**src/rtl/ascii_frame_header_parser_defines.svh**
```systemverilog
// assertion macros shared by the frame header parser
`ifndef ASCII_FRAME_HEADER_PARSER_DEFINES_SVH
`define ASCII_FRAME_HEADER_PARSER_DEFINES_SVH

// same-cycle implication, disabled during reset
`define AFHP_ASSERT_NOW(label, clk, rst, ante, cons, msg) \
   label: assert property (@(posedge clk) disable iff (rst) (ante) |-> (cons)) \
      else $error(msg);

// next-cycle implication, disabled during reset
`define AFHP_ASSERT_NEXT(label, clk, rst, ante, cons, msg) \
   label: assert property (@(posedge clk) disable iff (rst) (ante) |=> (cons)) \
      else $error(msg);

`endif

```
**src/rtl/afhp_pkg.sv**
```systemverilog
// constants and types of the ascii frame header parser
package afhp_pkg;

   // byte codes and header layout
   localparam logic [7:0]  START_MARK = 8'h40;
   localparam logic [7:0]  DIGIT_ZERO = 8'h30;
   localparam logic [15:0] CHECK_XOR  = 16'hFFFF;
   localparam logic [4:0]  HEADER_END = 5'd25;

   // last header position of each field
   localparam logic [4:0] TYPE_END   = 5'd3;
   localparam logic [4:0] SEQ_END    = 5'd6;
   localparam logic [4:0] ACK_END    = 5'd9;
   localparam logic [4:0] LENGTH_END = 5'd14;
   localparam logic [4:0] DSUM_END   = 5'd19;

   localparam int SHORT_W = 10;
   localparam int LONG_W  = 17;
   localparam int DATA_W  = 72;

   // one result as it leaves the block
   typedef struct packed {
      logic               is_payload;
      logic [SHORT_W-1:0] frame_type;
      logic [SHORT_W-1:0] frame_number;
      logic [SHORT_W-1:0] ack_number;
      logic [LONG_W-1:0]  payload_length;
      logic [LONG_W-1:0]  data_checksum;
      logic [7:0]         payload_byte;
      logic               last;
   } result_type;

endpackage

```
**src/rtl/ascii_frame_header_parser.sv**
```systemverilog
// frame header parser: hunts '@', decodes 24 ascii digits, passes payload
//
//  channel  | direction | contents
//  ---------+-----------+-----------------------------------------------
//  req_*    | in        | tdata = rx_byte
//  rsp_*    | out       | tuser = is_payload, tdata = header fields and
//           |           | payload byte, tlast = last of frame
//
// one request per cycle; the work for a byte is a digit accumulate, the
// header sum and the check compare, all ahead of the result register.
// a result appears in the cycle after its request; reset clears all state but
// the result payload. a stalled result holds the next request off until taken.
`include "ascii_frame_header_parser_defines.svh"

module ascii_frame_header_parser
   import afhp_pkg::*;
(
   input  logic              clock,
   input  logic              reset,
   input  logic              req_tvalid,
   output logic              req_tready,
   input  logic [7:0]        req_tdata,   // [7:0] rx_byte
   output logic              rsp_tvalid,
   input  logic              rsp_tready,
   output logic [DATA_W-1:0] rsp_tdata,   // [9:0] frame_type, [19:10] frame_number,
                                          // [29:20] ack_number, [46:30] payload_length,
                                          // [63:47] data_checksum, [71:64] payload_byte
   output logic              rsp_tuser,   // [0] is_payload
   output logic              rsp_tlast    // last
);

   // parser state
   logic [4:0]         pos_ff, pos_in;
   logic               in_payload_ff, in_payload_in;
   logic [LONG_W-1:0]  count_ff, count_in;
   logic [SHORT_W-1:0] type_ff, type_in;
   logic [SHORT_W-1:0] seq_ff, seq_in;
   logic [SHORT_W-1:0] ack_ff, ack_in;
   logic [LONG_W-1:0]  length_ff, length_in;
   logic [LONG_W-1:0]  dsum_ff, dsum_in;
   logic [LONG_W-1:0]  check_ff, check_in;
   logic               digit_err_ff, digit_err_in;

   // result register
   logic               rsp_valid_ff, rsp_valid_in;
   result_type         rsp_ff, rsp_in;

   logic               req_accept;
   logic               produce;
   logic               is_digit;
   logic [3:0]         digit;
   logic [LONG_W-1:0]  count_inc;
   logic [15:0]        field_sum;

   // times ten plus a digit
   function automatic logic [SHORT_W-1:0] acc_short(logic [SHORT_W-1:0] acc,
                                                    logic [3:0] d);
      acc_short = {acc[SHORT_W-4:0], 3'b000} + {acc[SHORT_W-2:0], 1'b0}
                  + SHORT_W'(d);
   endfunction

   function automatic logic [LONG_W-1:0] acc_long(logic [LONG_W-1:0] acc,
                                                  logic [3:0] d);
      acc_long = {acc[LONG_W-4:0], 3'b000} + {acc[LONG_W-2:0], 1'b0}
                 + LONG_W'(d);
   endfunction

   assign req_tready = !rsp_valid_ff || rsp_tready;
   assign req_accept = req_tvalid && req_tready;

   assign is_digit  = (req_tdata >= DIGIT_ZERO) && (req_tdata <= DIGIT_ZERO + 8'd9);
   assign digit     = 4'(req_tdata - DIGIT_ZERO);
   assign count_inc = count_ff + LONG_W'(1);

   // sum of the five data fields, low 16 bits
   assign field_sum = 16'(type_in) + 16'(seq_in) + 16'(ack_in)
                      + 16'(length_in) + 16'(dsum_in);

   // next state and result for the byte on the request port
   always_comb begin
      pos_in        = pos_ff;
      in_payload_in = in_payload_ff;
      count_in      = count_ff;
      type_in       = type_ff;
      seq_in        = seq_ff;
      ack_in        = ack_ff;
      length_in     = length_ff;
      dsum_in       = dsum_ff;
      check_in      = check_ff;
      digit_err_in  = digit_err_ff;
      produce       = 1'b0;
      rsp_in.is_payload   = 1'b0;
      rsp_in.payload_byte = '0;
      rsp_in.last         = 1'b0;
      if (in_payload_ff) begin
         // payload byte passes through
         produce             = 1'b1;
         rsp_in.is_payload   = 1'b1;
         rsp_in.payload_byte = req_tdata;
         if (count_inc >= length_ff) begin
            in_payload_in = 1'b0;
            count_in      = '0;
            rsp_in.last   = 1'b1;
         end else begin
            count_in = count_inc;
         end
      end else if (req_tdata == START_MARK) begin
         // start mark opens or restarts a header
         pos_in       = 5'd1;
         type_in      = '0;
         seq_in       = '0;
         ack_in       = '0;
         length_in    = '0;
         dsum_in      = '0;
         check_in     = '0;
         digit_err_in = 1'b0;
      end else if (pos_ff != '0 && pos_ff < HEADER_END) begin
         // header digit goes into its field
         if (is_digit) begin
            priority if (pos_ff <= TYPE_END) begin
               type_in = acc_short(type_ff, digit);
            end else if (pos_ff <= SEQ_END) begin
               seq_in = acc_short(seq_ff, digit);
            end else if (pos_ff <= ACK_END) begin
               ack_in = acc_short(ack_ff, digit);
            end else if (pos_ff <= LENGTH_END) begin
               length_in = acc_long(length_ff, digit);
            end else if (pos_ff <= DSUM_END) begin
               dsum_in = acc_long(dsum_ff, digit);
            end else begin
               check_in = acc_long(check_ff, digit);
            end
         end else begin
            digit_err_in = 1'b1;
         end
         pos_in = pos_ff + 5'd1;
         // header complete: check and emit
         if (pos_in == HEADER_END) begin
            pos_in = '0;
            if (!digit_err_in
                && (check_in ^ LONG_W'(CHECK_XOR)) == LONG_W'(field_sum)) begin
               produce = 1'b1;
               if (length_in == '0) begin
                  rsp_in.last = 1'b1;
               end else begin
                  in_payload_in = 1'b1;
                  count_in      = '0;
               end
            end
         end
      end
      rsp_in.frame_type     = type_in;
      rsp_in.frame_number   = seq_in;
      rsp_in.ack_number     = ack_in;
      rsp_in.payload_length = length_in;
      rsp_in.data_checksum  = dsum_in;
   end

   // result valid follows the request side, drops when taken
   always_comb begin
      rsp_valid_in = rsp_valid_ff;
      if (req_accept) begin
         rsp_valid_in = produce;
      end else if (rsp_tready) begin
         rsp_valid_in = 1'b0;
      end
   end

   // state registers
   always_ff @(posedge clock) begin
      if (reset) begin
         pos_ff        <= '0;
         in_payload_ff <= 1'b0;
         count_ff      <= '0;
         type_ff       <= '0;
         seq_ff        <= '0;
         ack_ff        <= '0;
         length_ff     <= '0;
         dsum_ff       <= '0;
         check_ff      <= '0;
         digit_err_ff  <= 1'b0;
         rsp_valid_ff  <= 1'b0;
      end else begin
         rsp_valid_ff <= rsp_valid_in;
         if (req_accept) begin
            pos_ff        <= pos_in;
            in_payload_ff <= in_payload_in;
            count_ff      <= count_in;
            type_ff       <= type_in;
            seq_ff        <= seq_in;
            ack_ff        <= ack_in;
            length_ff     <= length_in;
            dsum_ff       <= dsum_in;
            check_ff      <= check_in;
            digit_err_ff  <= digit_err_in;
         end
      end
   end

   // result payload, no reset
   always_ff @(posedge clock) begin
      if (req_accept && produce) begin
         rsp_ff <= rsp_in;
      end
   end

   assign rsp_tvalid = rsp_valid_ff;
   assign rsp_tuser  = rsp_ff.is_payload;
   assign rsp_tlast  = rsp_ff.last;
   assign rsp_tdata  = {rsp_ff.payload_byte, rsp_ff.data_checksum, rsp_ff.payload_length,
                        rsp_ff.ack_number, rsp_ff.frame_number, rsp_ff.frame_type};

   // checks
   `AFHP_ASSERT_NOW(a_payload_no_header, clock, reset, in_payload_ff, pos_ff == '0,
      "header position active during payload")
   `AFHP_ASSERT_NOW(a_count_below_length, clock, reset, in_payload_ff, count_ff < length_ff,
      "payload count reached length while still in payload")
   `AFHP_ASSERT_NEXT(a_header_opens_payload, clock, reset,
      req_accept && produce && !rsp_in.is_payload && !rsp_in.last,
      in_payload_ff && rsp_tvalid && !rsp_tuser,
      "accepted header without payload phase")

endmodule
```
**config.mk**
```make
export PLATFORM = sky130hd
export DESIGN_NAME = ascii_frame_header_parser
export DESIGN_NICKNAME = d
export VERILOG_FILES = /design/src/rtl/afhp_pkg.sv /design/src/rtl/ascii_frame_header_parser.sv
export VERILOG_INCLUDE_DIRS = /design/src /design/src/rtl
export SDC_FILE = /design/constraint.sdc
export NUM_CORES = 1
export LEC_CHECK = 0
export BUFFER_PORTS_ARGS = -buffer_cell sky130_fd_sc_hd__buf_2
export CAP_MARGIN = 20
export CORE_MARGIN = 4
export CORE_UTILIZATION = 61
export DETAILED_ROUTE_END_ITERATION = 12
export MAX_ROUTING_LAYER = met4
export PLACE_DENSITY = 0.79
export SLEW_MARGIN = 20
export SYNTH_ARGS = -nofsm -noshare
export SYNTH_HDL_FRONTEND = slang
export SYNTH_SLANG_ARGS = --single-unit
```
**constraint.sdc**
```tcl
create_clock -name clock -period 30.1 [get_ports clock]
set_input_delay 3.01 -clock clock [delete_from_list [all_inputs] [get_ports clock]]
set_output_delay 3.01 -clock clock [all_outputs]
set_load 0.01 [all_outputs]
```
# After elaboration in Yosys (flattened, before gate mapping)
# Cells that the tools add are included.
[word_totals]
ff_bits = 180
latch_bits = 0
mem_bits_rw = 0
mem_bits_ro = 0
in_bits = 12
output_inout_bits = 76
n_memories = 0
[op_classes]
add_sub_neg = 19
mul = 0
div = 0
n_lt_le_gt_ge = 9
eq_ne = 5
shift = 0
n_mux = 87
n_bitwise = 2
reduce_logical = 17
[ops]
columns = ["cell", "n"]
rows = [
  ["$mux 17", 38],
  ["$mux 10", 18],
  ["$add 17x17->17", 3],
  ["$add 17x4->17", 3],
  ["$add 10x10->10", 3],
  ["$add 10x4->10", 3],
  ["$mux 1", 28],
  ["$add 17x1->17 const B", 1],
  ["$eq 17x16->1", 1],
  ["$ge 17x17->1", 1],
  ["$logic_not 17->1", 1],
  ["$add 12x16->16", 1],
  ["$add 16x16->16", 1],
  ["$not 16->16", 1],
  ["$mux 5", 3],
  ["$add 11x10->12", 1],
  ["$add 10x10->11", 1],
  ["$le 5x4->1 const B", 2],
  ["$reduce_bool 2->1", 5],
  ["$eq 8x7->1 const B", 1],
  ["$ge 8x6->1 const B", 1],
  ["$le 8x6->1 const B", 1],
  ["$reduce_and 6->1", 1],
  ["$add 5x1->5 const B", 1],
  ["13 further kinds", 19],
]

# Longest topological paths before layout
[logic_depth]
word_depth = 23
depth_mapped = 30
mapped_depth_nobuf = 28

# Least setup slack after synthesis
# OpenSTA, ideal clock, no wires.
[synth_path]
kind = "input to register"
startpoint = "input port req_tdata[3]"
endpoint = "register rsp_ff (netlist bit rsp_tdata[0]), enable pin"
setup_time_ns = 0.506
arrival_ns = 11.880
slack_ns = 17.714
stages = 28
path_buffers = 0
cell_sequence = "inv_1 > fa_1 > inv_1 > ha_1 > a21o_1 > a21oi_1 > o21bai_1 > a21oi_1 > o21bai_1 > a21oi_1 > xnor2_1 > a22o_1 > inv_1 > fa_1 > inv_1 > fa_1 > fa_1 > ha_1 > and4b_1 > o21ai_0 > a21oi_1 > or3_1 > a21oi_1 > xor2_1 > xnor3_1 > nor3_1 > nor2_1 > nor2_1"
[synth_lines]
columns = ["element", "line_no", "text"]
rows = [
  ["start, declared", "ascii_frame_header_parser.sv:22", "input logic [7:0] req_tdata,"],
  ["$sub 4x1->4", "ascii_frame_header_parser.sv:72", "assign digit = 4'(req_tdata - DIGIT_ZERO);"],
  ["$add 10x4->10", "ascii_frame_header_parser.sv:59", "+ SHORT_W'(d);"],
  ["$mux 10", "ascii_frame_header_parser.sv:124", "end else if (pos_ff <= ACK_END) begin"],
  ["$mux 10", "ascii_frame_header_parser.sv:122", "end else if (pos_ff <= SEQ_END) begin"],
  ["$mux 10", "ascii_frame_header_parser.sv:120", "priority if (pos_ff <= TYPE_END) begin"],
  ["$mux 10", "ascii_frame_header_parser.sv:119", "if (is_digit) begin"],
  ["$mux 10", "ascii_frame_header_parser.sv:117", "end else if (pos_ff != '0 && pos_ff < HEADER_END) begin"],
  ["$mux 10 *", "ascii_frame_header_parser.sv:107", "end else if (req_tdata == START_MARK) begin"],
  ["[1 not listed]", "-", ""],
  ["net ack_in[9]", "ascii_frame_header_parser.sv:38", "logic [SHORT_W-1:0] ack_ff, ack_in;"],
  ["[3 not listed]", "-", ""],
  ["$eq 17x16->1 *", "ascii_frame_header_parser.sv:141", "&& (check_in ^ LONG_W'(CHECK_XOR)) == LONG_W'(field_sum)) begin"],
  ["$logic_and 1x1->1 *", "ascii_frame_header_parser.sv:141", ""],
  ["$mux 1 *", "ascii_frame_header_parser.sv:140", "if (!digit_err_in"],
  ["$mux 1 *", "ascii_frame_header_parser.sv:138", "if (pos_in == HEADER_END) begin"],
  ["$mux 1 *", "ascii_frame_header_parser.sv:117", ""],
  ["$mux 1 *", "ascii_frame_header_parser.sv:107", ""],
  ["$mux 1 *", "ascii_frame_header_parser.sv:95", "if (in_payload_ff) begin"],
  ["$logic_and 1x1->1 *", "ascii_frame_header_parser.sv:202", "if (req_accept && produce) begin"],
  ["end signal, assigned", "ascii_frame_header_parser.sv:203", "rsp_ff <= rsp_in;"],
  ["end, declared", "ascii_frame_header_parser.sv:46", "result_type rsp_ff, rsp_in;"],
]
# Mark *: on every way through the listed nets, which the timed path passes. The rest lies on a longest branch. The select of a mux whose other input is x is not followed.
# A chain may end at the register's enable or synchronous reset.

# Worst setup path after layout
[layout_path]
startpoint = "input port req_tdata[2]"
endpoint = "register rsp_ff (netlist bit rsp_tdata[12]), enable pin"
[layout_via]
elab_chain_cells = 23
[layout_rtl]
columns = ["element", "line_no"]
rows = [
  ["branches (longest 20 deep; another with $add 12x16->16)", "-"],
  ["$mux 1 *", "ascii_frame_header_parser.sv:107"],
  ["$mux 1 *", "ascii_frame_header_parser.sv:95"],
  ["$logic_and 1x1->1 *", "ascii_frame_header_parser.sv:202"],
]
# Mark *: on every way between the ends. The select of a mux whose other input is x is not followed.

==> results.json <==
{
  "drc": 0,
  "swShare": 0.2783,
  "reg2reg_depth": 27,
  "io_buffers": 87,
  "rrSetupSlack_ps": 21680,
  "firstDrtPassIters": 5,
  "synth-compound-area-share": 0.1907,
  "fin_crit_ps": 10560,
  "hold_slack_ps": 475.7,
  "synth-simple-area-share": 0.1362,
  "drtAntennaViolNets": 0,
  "drive_gt1_frac": 0.09319,
  "routedWlPerCell_microns": 18.98,
  "netlist_instances": 1484,
  "rsz0062_at_grt": "false",
  "grt_first_pass_wirelength_mm": 56.87,
  "p_sw_mw": 0.1552,
  "fp.dieH_microns": 158.3,
  "critPathLaunch": "req_tdata[2]",
  "track_usage": 0.2929,
  "antenna_found_initial": 0,
  "fin_util": 0.6819,
  "cp_data_required_time_ps": 30160,
  "tightest_slew_ps": 1099,
  "clockBufferDepth": 2,
  "yosysSeqAreaShare": 0.3151,
  "cts_resized": 0,
  "p_leak_nw": 6.886,
  "worstPathMaxFanout": 74,
  "internal_power_mw": 0.4024,
  "min_period_over_period": 0.3510,
  "ir_worst_vdd_uv": 40.08,
  "drt_iter0_drc": 793,
  "arrival_ps": 10620,
  "diodes": 0,
  "synth.most_common_cell": "ha_1",
  "skew_ps": 13.03,
  "yosys_most_used_dff": "dfxtp_1",
  "fin_nets": 1776,
  "dieArea_sq_mm": 0.02507,
  "path_class": "input port to register",
  "ctsHoldBuffers": 0,
  "combPwrFrac": 0.127,
  "synthAdderAreaFrac": 0.2229,
  "max-cap-violations": 0,
  "htreeDepth": 4,
  "yosys_warnings": 0,
  "num_io_pins": 88,
  "crit_end": "rsp_tdata[12]",
  "dpl.hpwl_mm": 25.85,
  "synth_edf_count": 74,
  "layout.cells.non_filler": 1836,
  "finalSetupTns_ps": 0,
  "synth.top_cells.by_area": "ha_1 (16%), edfxtp_1 (16%), dfxtp_1 (15%), fa_1 (6.0%), xnor2_1 (4.6%)",
  "syn_area_sq_mm": 0.01378,
  "cts_buffers": 17,
  "syn_to_final_growth_pct": 8.968,
  "synth_top_area_frac": 0.1634,
  "avgSynthCellArea_sq_um": 9.289,
  "muxShareOfSynthArea": 0.01162,
  "p_per_area_mw_per_mm2": 37.12,
  "finalHoldViolations": 0,
  "clk_pin_slew_worst_paths_ps": 70,
  "place_area_sq_mm": 0.01443,
  "syn_nets": 1717,
  "rows": 54,
  "start_kind": "input port",
  "die_x_microns": 158.3,
  "grt-ovfl-total": 0,
  "clockPowerShare": 0.409,
  "placed_cells": 1804,
  "status": "complete, no violations",
  "vias": 11370,
  "synthXorXnorAreaFrac": 0.07026,
  "clk_latency_ps": 440,
  "pwr-share-seq": 0.464,
  "place_congestion": 0.9049,
  "grt_pass1_vias": 11240,
  "routed_wl_mm": 34.84,
  "yosys-top-cells-count": "ha_1 (180), nor2_1 (146), inv_1 (135)",
  "core_sq_mm": 0.02203,
  "maxSlewViolCount": 0,
  "final_area_sq_mm": 0.01502,
  "yosysTopAreaCell": "ha_1",
  "post_cts_buffers": 0,
  "synth_async_sr_flop_share": 0,
  "cts_tree": "done",
  "setup_viol": 0,
  "reg2reg_to": "rsp_tdata[12]",
  "hp-class": "register to register",
  "r2r-start": "pos_ff[0]",
  "initial_core_util": 0.6258,
  "fmax_ghz": 0.09465,
  "grt_max_degree": 75,
  "yosysUniqueCellTypes": 74,
  "ys_ff_latch": 180,
  "tritoncts_num_sinks": 180,
  "viasPerCell": 6.190,
  "cp-end-kind": "register",
  "clockRootBuffer": "clkbuf_16",
  "max_slew_margin": 0.2619,
  "synth_top_family_by_area": "adder cells"
}
-- through the flow --
stage,total power [mW],setup slack [ps]
after floorplan,0.3160,17710
after CTS,0.5594,19540
after global routing,0.5795,18940
after global placement,0.3312,19380
after detailed placement,0.3334,19170
final,0.5575,19540
-- cells in the final DEF (no fill, tap or decap), drive strengths merged, types with 12 or more instances in the layout --
cell type and count:
and2 12, a211oi 44, nand3 24, nor3 25, nor2 146, xnor2 73, o21bai 17, nand2b 28
ha 180, a22o 32, inv 145, a21o 23, buf 97, fa 41, nand2 69, xor2 35
edfxtp 74, o21a 19, o21ai 42, a22oi 45, and3 12, a21oi 102, clkbuf 18, mux2i 16
dfxtp 106, nor4 12
-- logic make-up (layout without fill, tap and decap cells) --
| group | after synthesis | in the layout |
|---|---|---|
| AND/OR/NAND/NOR | 383 | 383 |
| AO/OA/AOI/OAI | 383 | 383 |
| buffers and inverters | 192 | 264 |
| flip-flops | 180 | 180 |
| XOR/XNOR | 109 | 109 |
| adder cells (fa/ha/maj) | 221 | 221 |
| multiplexers | 16 | 16 |
-- how the worst min path moves through the flow --
stage	from	end	slack, ps	depth (start not counted)
3_3_place_gp	check_ff[16]	check_ff[16]	440	2
3_5_place_dp	dsum_ff[16]	dsum_ff[16]	470	2
6_report	dsum_ff[16]	dsum_ff[16]	480	2
5_1_grt	dsum_ff[16]	dsum_ff[16]	500	2
2_1_floorplan	check_ff[16]	check_ff[16]	430	2
4_1_cts	dsum_ff[16]	dsum_ff[16]	480	2
-- flip-flops by register name, summed over array words and instances, names as in the netlist --
name           flops
ack_ff            10
digit_err_ff       1
rsp_tlast          1
type_ff           10
rsp_tuser          1
rsp_tvalid         1
length_ff         17
pos_ff             5
dsum_ff           17
rsp_tdata         72
check_ff          17
in_payload_ff      1
count_ff          17
seq_ff            10
-- per-layer routing --
metal	GRT usage	vias to the layer above	part of all wire
li1	-	5464	-
met1	0.3687	5438	0.42
met2	0.4831	395	0.49
met3	0.05029	68	0.065
met4	0.09545	0	0.027
met5	-	-	0
-- cell type report --
cell class              instances  area, sq um
repair buffers                 97        513.0
fillers                      1752         7005
flip-flops and latches        180         4344
multi-input cells            1112         8722
well taps                     280        350.3
inverters                     135        506.7
clock inverters                14        155.1
clock buffers                  18        429.2
-- worst max-delay path: stages --
cell	delay, ps
buf_2	290
nor4_1	90
and4b_1	410
nor2_1	210
nand3_1	130
nor2_1	570
a22oi_1	320
fa_1	610
inv_1	60
fa_1	500
inv_1	50
fa_1	500
inv_1	50
ha_1	210
inv_1	70
fa_1	430
inv_1	90
o21ai_0	80
a2111o_1	420
a2111oi_0	390
nand4_1	150
a2111oi_0	410
nand4_1	230
nor3_1	300
nor2_1	130
nor2_4	90
buf_4	790
-- power groups by stage --
stage	clock [mW]	sequential (mW)	combinational, mW
after floorplan	0	0.263	0.0529
after global placement	0	0.264	0.0672
after detailed placement	0	0.264	0.0693
after CTS	0.231	0.258	0.0703
after global routing	0.241	0.259	0.0796
final	0.228	0.259	0.0708
Note: power is estimated with default switching activity, not from simulation.
